[config.mk]
export PLATFORM = sky130hd
export DESIGN_NAME = drb_ctrl
export DESIGN_NICKNAME = d
export VERILOG_FILES = /design/src/rtl/core/drb_pkg.sv /design/src/rtl/core/drb_ctrl.sv
export SDC_FILE = /design/constraint.sdc
export NUM_CORES = 1
export LEC_CHECK = 0
export BUFFER_PORTS_ARGS = -buffer_cell sky130_fd_sc_hd__buf_2
export CORE_MARGIN = 2
export CORE_UTILIZATION = 35
export CTS_CLUSTER_SIZE = 20
export DETAILED_ROUTE_END_ITERATION = 8
export SLEW_MARGIN = 20
export SYNTH_ARGS = -nofsm -noshare
export SYNTH_HDL_FRONTEND = slang
export SYNTH_SLANG_ARGS = --single-unit
[constraint.sdc]
create_clock -name clk -period 2.4 [get_ports clk]
set_clock_uncertainty 0.05 [all_clocks]
set_input_delay 0.12 -clock clk [delete_from_list [all_inputs] [get_ports clk]]
set_output_delay 0.12 -clock clk [all_outputs]
set_load 0.01 [all_outputs]
[src/rtl/core/drb_pkg.sv]
`timescale 1ns / 1ps
// ----------------------------------------------------------------------------
// drb_pkg: shared types and constants of the damped resonator bank
// Word layouts, register indexes, fixed-point widths and the command bundle
// that the controller hands to the datapath.
// ----------------------------------------------------------------------------
package drb_pkg;

  // parameter defaults
  localparam int CHANNELS_DEF     = 64;
  localparam int SAMPLE_WIDTH_DEF = 16;

  // field widths
  localparam int IDX_W      = 6;   // channel index field
  localparam int COEF_W     = 32;  // Q2.30 coefficient
  localparam int SMP_W      = 16;  // sample field
  localparam int POS_W      = 48;  // Q16.32 state
  localparam int GAIN_W     = 32;  // Q0.32 input gain
  localparam int ACT_W      = 7;   // active channel count register
  localparam int CFG_IDX_W  = 2;
  localparam int CFG_DATA_W = 32;

  // multiplier: state magnitude times one 16-bit coefficient half
  localparam int HALF_W  = 16;
  localparam int PROD_W  = POS_W + HALF_W;
  localparam int MACC_W  = POS_W + COEF_W;   // full magnitude product
  localparam int FRAC_SH = 30;
  localparam int TERM_W  = MACC_W - FRAC_SH + 2;

  localparam logic [MACC_W-1:0] RND_HALF = MACC_W'(1) << (FRAC_SH - 1);

  localparam logic signed [POS_W-1:0] ST_MAX = 48'sh7FFF_FFFF_FFFF;
  localparam logic signed [POS_W-1:0] ST_MIN = 48'sh8000_0000_0000;

  // item kinds
  localparam logic KIND_LOAD   = 1'b0;
  localparam logic KIND_SAMPLE = 1'b1;

  // configuration register indexes
  localparam logic [CFG_IDX_W-1:0] REG_TARGET = 2'd0;
  localparam logic [CFG_IDX_W-1:0] REG_GAIN   = 2'd1;
  localparam logic [CFG_IDX_W-1:0] REG_ACTIVE = 2'd2;

  localparam logic [ACT_W-1:0] ACTIVE_RESET = 7'd64;

  typedef struct packed {
    logic                     kind;
    logic [IDX_W-1:0]         channel;
    logic [COEF_W-1:0]        damping_coef;
    logic [COEF_W-1:0]        stiffness_coef;
    logic signed [SMP_W-1:0]  sample_left;
    logic signed [SMP_W-1:0]  sample_right;
  } in_word_t;

  typedef struct packed {
    logic [IDX_W-1:0]         out_channel;
    logic signed [POS_W-1:0]  position;
    logic                     last;
  } out_word_t;

  // controller to datapath
  typedef struct packed {
    logic             load;    // coefficient write from input word
    logic             sample;  // latch drive from input word
    logic             rd;      // read stores at idx, seed accumulators
    logic             mul;     // one partial product
    logic [1:0]       phase;   // [1] stiffness side, [0] low half
    logic             acc;     // fold registered product
    logic             term;    // signed damping + stiffness terms
    logic             vel;     // new velocity
    logic             pos;     // new position, write back, load output
    logic             last;
    logic [IDX_W-1:0] idx;
  } cmd_t;

endpackage

[src/rtl/core/drb_ctrl.sv]
`timescale 1ns / 1ps
// ----------------------------------------------------------------------------
// drb_ctrl: sequencer of the resonator bank
// Accepts words, walks the active channels and steps the shared datapath
// through read, four multiply passes, drain, term, velocity and position.
// ----------------------------------------------------------------------------
module drb_ctrl import drb_pkg::*; #(
  parameter int CHANNELS = CHANNELS_DEF
) (
  input  logic                  clk,
  input  logic                  rst,
  input  logic                  in_valid,
  input  logic                  in_kind,
  output logic                  in_stall,
  output logic                  out_valid,
  input  logic                  out_stall,
  input  logic                  cfg_write,
  input  logic [CFG_IDX_W-1:0]  cfg_index,
  input  logic [CFG_DATA_W-1:0] cfg_data,
  output cmd_t                  cmd
);

  localparam int CNT_W = $clog2(CHANNELS + 1);
  localparam int CH_AW = (CHANNELS > 1) ? $clog2(CHANNELS) : 1;

  typedef enum logic [2:0] {
    ST_IDLE, ST_READ, ST_MUL, ST_DRAIN, ST_TERM, ST_VEL, ST_POS
  } state_t;

  state_t            state;
  logic [1:0]        phase;
  logic [CH_AW-1:0]  idx;
  logic [CNT_W-1:0]  count;
  logic [ACT_W-1:0]  active;

  logic              accept;
  logic              out_free;
  logic              last;
  logic [CNT_W-1:0]  n_eff;

  assign in_stall = rst || (state != ST_IDLE);
  assign accept   = in_valid && !in_stall;
  assign out_free = !out_valid || !out_stall;
  assign n_eff    = (active > ACT_W'(CHANNELS)) ? CNT_W'(CHANNELS) : CNT_W'(active);
  assign last     = (CNT_W'(idx) + CNT_W'(1)) == count;

  always_comb begin
    cmd        = '0;
    cmd.load   = accept && (in_kind == KIND_LOAD);
    cmd.sample = accept && (in_kind == KIND_SAMPLE);
    cmd.rd     = (state == ST_READ);
    cmd.mul    = (state == ST_MUL);
    cmd.acc    = ((state == ST_MUL) && (phase != 2'd0)) || (state == ST_DRAIN);
    cmd.phase  = phase;
    cmd.term   = (state == ST_TERM);
    cmd.vel    = (state == ST_VEL);
    cmd.pos    = (state == ST_POS) && out_free;
    cmd.last   = last;
    cmd.idx    = IDX_W'(idx);
  end

  always_ff @(posedge clk) begin
    if (rst) begin
      state     <= ST_IDLE;
      phase     <= 2'd0;
      idx       <= '0;
      count     <= '0;
      active    <= ACTIVE_RESET;
      out_valid <= 1'b0;
    end else begin
      if (cfg_write && (cfg_index == REG_ACTIVE)) begin
        active <= cfg_data[ACT_W-1:0];
      end
      if (cmd.pos) begin
        out_valid <= 1'b1;
      end else if (!out_stall) begin
        out_valid <= 1'b0;
      end
      case (state)
        ST_IDLE: begin
          if (cmd.sample && (n_eff != '0)) begin
            count <= n_eff;
            idx   <= '0;
            state <= ST_READ;
          end
        end
        ST_READ: begin
          phase <= 2'd0;
          state <= ST_MUL;
        end
        ST_MUL: begin
          phase <= phase + 2'd1;
          if (phase == 2'd3) begin
            state <= ST_DRAIN;
          end
        end
        ST_DRAIN: state <= ST_TERM;
        ST_TERM:  state <= ST_VEL;
        ST_VEL:   state <= ST_POS;
        ST_POS: begin
          if (out_free) begin
            if (last) begin
              state <= ST_IDLE;
            end else begin
              idx   <= idx + CH_AW'(1);
              state <= ST_READ;
            end
          end
        end
        default: state <= ST_IDLE;
      endcase
    end
  end

endmodule

======== Yosys cells after proc, flatten, opt, wreduce, memory -nomap -nowiden ========
Index checks and enable logic that the tools add are counted.
operators by class
  reductions and logical operators ........ 22
  multiplexer cells ....................... 13
  bitwise operators ....................... 1
  $add $sub $neg .......................... 3
  equal/unequal tests ..................... 14
  magnitude comparators ................... 1
operators with widths
  kind                                                   number
  case mux 3 bit (7 select lines)                        1
  2-to-1 mux 6 bit                                       3
  case mux 6 bit (2 select lines)                        1
  == test 3 bit (second input constant)                  3
  2-to-1 mux 3 bit                                       3
  adder 6 x 1 -> 7 bit (second input constant)           1
  == test 7 bit                                          1
  greater-than comparator 7 bit (second input constant)  1
  logical AND 1 bit                                      7
  2-to-1 mux 7 bit                                       1
  nonzero test 7 bit                                     1
  adder 6 x 1 -> 6 bit (second input constant)           1
  == test 3 x 2 -> 1 bit (second input constant)         2
  != test 2 bit (second input constant)                  3
  nonzero test 2 bit                                     3
  == test 2 bit (second input constant)                  2
  != test 2 x 1 -> 1 bit (second input constant)         2
  case mux 2 bit (2 select lines)                        1
  AND reduction 4 bit                                    1
  == test 3 x 1 -> 1 bit (second input constant)         1
  logical NOT 1 bit                                      3
  logical NOT 3 bit                                      1
  logical OR 1 bit                                       3
  2-to-1 mux 1 bit                                       3
  other kinds (5)                                        5
word-level totals
  word-level logic and storage cells ...... 60
  flip-flop bits (word level) ............. 26
  input port bits ......................... 40

======== Logic depth before layout (Yosys ltp) ========
  word-level depth ........................ 8
  mapped depth ............................ 8

======== Worst setup path after synthesis ========
Ideal clock, no wire load.
  kind .................................... reg-to-reg
  start ................................... register idx[0]
  end ..................................... register idx[0]
  data arrival time ....................... 2.072 ns
  path slack .............................. 0.204 ns
  cell stages (with the launch flop) ...... 9
  data required time ...................... 2.276 ns
  cells stage by stage .................... dfxtp_1 > ha_1 > and2_2 > a211o_2 > a31oi_1 > a311oi_2 > buf_6 > or3_2 > a31oi_1
between the ends
  cells in the longest elaborated chain, start to end .. 4
  elaborated cells between the ends (all ways) .. 8
  those cells by class .................... 2 x add/sub; 2 x eq/ne; 3 x mux; 1 x reduce/logical
RTL lines
  element                               RTL line         source
  start, declared                       drb_ctrl.sv:32   logic [CH_AW-1:0] idx;
  start signal, assigned                drb_ctrl.sv:105  idx <= idx + CH_AW'(1);
  adder 6 x 1 -> 7 bit                  drb_ctrl.sv:45   assign last = (CNT_W'(idx) + CNT_W'(1)) == count;
  == test 7 bit                         drb_ctrl.sv:45
  via last                              drb_ctrl.sv:38   logic last;
  != test 2 bit (no source line)        -
  AND reduction 4 bit (no source line)  -
The timed path passes the listed nets, and every way through them passes these cells. The select of a mux whose other input is x is not followed.
A chain may end at the register's enable or synchronous reset.

==> metrics.csv <==
metric;value;unit
# clock sinks;26;
crit end category;output pin;
DRT antenna net count;0;
WL per Instance;13.05;µm
row count;23;
DP Area;1690;µm²
Port Buf Inserts;33;
cell taking the most area after synthesis;dfxtp_1;
clock tree buffer depth;2;
First-pass DRT Iterations;4;
RSZ-0062 raised after global routing;true;
critical-path cell list;ha_1 -> buf_4 -> and4_2 -> nor3b_2 -> o21ai_1 -> a311oi_2 -> buf_6 -> buf_2;
Async SR Flop Fraction;0;%
Hold Path Stages;3;
total track usage;15.76;%
antenna violations before repair;0;
startpoint types;flop;
sequential area share after synthesis;35.56;%
period utilization;96.42;%
reg-to-reg setup timing slack;100;ps
htree depth;1;
f_max;432.2;MHz
Crit Path Category;flop to output pin;
Synth top area share;35.56;%
setup violators final;0;
Core ar.;4000;µm²
DRC;0;
Post-synth EDFFs;0;
Worst Min Path Start;cfg_data[4];
via count;1346;
max_cap viols;0;
most frequent cell after synthesis;dfxtp_1;
largest net degree at the start of global routing;28;
final net count;253;
Num CTS Buffers;3;
Synth cell types;45;
Mapped Avg Cell Area;8.611;µm²
DP HPWL;2.425;mm
share of layout cells above drive strength 1;30.14;%
Hold EP;active[4];
Initial Utilization;36.60;%
clock latency on the worst-skew pair;280;ps
status;complete, no violations;
pwr dens;511.7;nW/µm²
Iter 0 DRT Violations;70;
Area contributors post-synth;dfxtp_1, nand2_1, mux2i_1;
die area;4716;µm²
delay-heaviest family, CP;buffers and inverters;
drt total wl;3.380;mm
placed cells;253;
Mapped Area;1464;µm²
Worst Tran Pin Value;442.9;ps
CTS tree;done;
Syn Nets;213;
worst ir drop on vdd;231.3;µV
Root Buffer;clkbuf_8;
RR Endpoint;idx[0];
critical path data required time;2230;ps
final-report hold violation count;0;
reg2reg path depth;8;
clock slew at reported path FFs;90;ps
Total Power;914.9;µW
Final min period;2314;ps
flops & latches, synth;26;
fin cells;259;
synth cell count leaders;dfxtp_1, nand2_1, nor2_1, a21oi_1, inv_1;
Pleak;0.0007791;µW
Top FF cell, synth;dfxtp_1;
pre-CTS WS;101.6;ps
Rel. slew slack;70.39;%
ANT cells;0;
Slowest cell on crit path;dfxtp_2;
Synth-to-Final Area Change;22.14;%
vias in the first global route;1229;
fin worst setup slack;86.03;ps
CP arrival;2140;ps
Worst R2R Start;idx[0];
Critical Path Fanout Max;6;
GPL Wtd Cong;0.7893;
Buf+Inv Stages, Crit Path;3;
Hold Path Class;input port to flop;
Finished Cell Area;1788;µm²
vias per cell;5.197;
Max stage delay on crit path;360;ps
max-slew violations;0;
Mapped Cells;170;
I/O pins;59;
die width;68.67;µm
gr ovfl total;0;
first-pass GRT wire length;5.720;mm
synth warn;0;
Die Y;68.67;µm
## power breakdown
group	internal, µW	switching [µW]
sequential	441	10.3
combinational	43.0	51.9
clock	223	146
total	707	208
## worst max path at each step
stage	startpoint	end	cells past startpoint
2_1_floorplan	idx[0]	idx[0]	8
3_3_place_gp	idx[0]	state[0]	8
3_5_place_dp	idx[0]	state[0]	8
4_1_cts	idx[0]	cmd[6]	6
5_1_grt	idx[0]	cmd[6]	8
6_report	idx[0]	cmd[6]	8
## worst min-delay path, delay by kind of cell
kind,cells,cell delay [ps]
buffers and inverters,1,70
and+or+nand+nor,1,70
muxes,1,50
## area by class of cell
cell class / instances / area, µm²
clock inverter: 1 / 30.03
fill: 409 / 2212
clock buffer: 3 / 41.29
tap: 50 / 62.56
inverter: 10 / 37.54
multi-input combinational: 123 / 828.3
sequential: 26 / 524.3
timing repair buffer: 46 / 264.0
## cells in the final DEF, fill, tap and decap left out, drive strengths merged, types with 2 or more instances in the layout
| cell type | count |
|---|---|
| o41ai | 2 |
| and3b | 2 |
| nand3 | 9 |
| a2bb2oi | 4 |
| a31oi | 2 |
| ha | 3 |
| nor3b | 3 |
| nand3b | 2 |
| o211ai | 2 |
| and4 | 2 |
| xnor2 | 4 |
| buf | 46 |
| o2111ai | 2 |
| nand2 | 19 |
| mux2i | 6 |
| a21boi | 2 |
| nor2b | 4 |
| dfxtp | 26 |
| a21oi | 10 |
| inv | 10 |
| nor2 | 15 |
| o21ai | 6 |
| a2111oi | 5 |
| and2 | 6 |
| or4 | 2 |
| clkbuf | 3 |
## metal layers
metal	track usage [%]	part of all wire, %
met5	0	0
met4	3.750	0.98
met3	2.597	4.9
met2	24.64	42
met1	22.48	52
## metrics by stage
stage	util [%]	setup TNS (ps)	hold WS, ps
floorplan	-	0	213.9
global placement	42.26	0	300.7
detailed placement	42.26	0	309.1
CTS	44.04	0	18.69
global route	44.70	-66.38	20.28
finish	44.70	0	20.64
## state kept, by name (all words and copies together) (netlist names)
register   flops
phase          2
active         7
idx            6
out_valid      1
state          3
count          7
## kinds of logic after synthesis
family          after synthesis  synth area share, %
compound gates               41                22.48
xor+xnor                      5                2.991
fa+ha+maj                     3                2.564
buf+inv                      21                8.290
flops                        26                35.56
mux                           6                4.103
simple gates                 68                24.02
## timing repair
action,4_1_cts,5_1_grt
buffers inserted,0,1
hold buffers,0,0
resized for setup,0,7
setup endpoints to repair,0,4
Power figures use the tool's default switching activity.
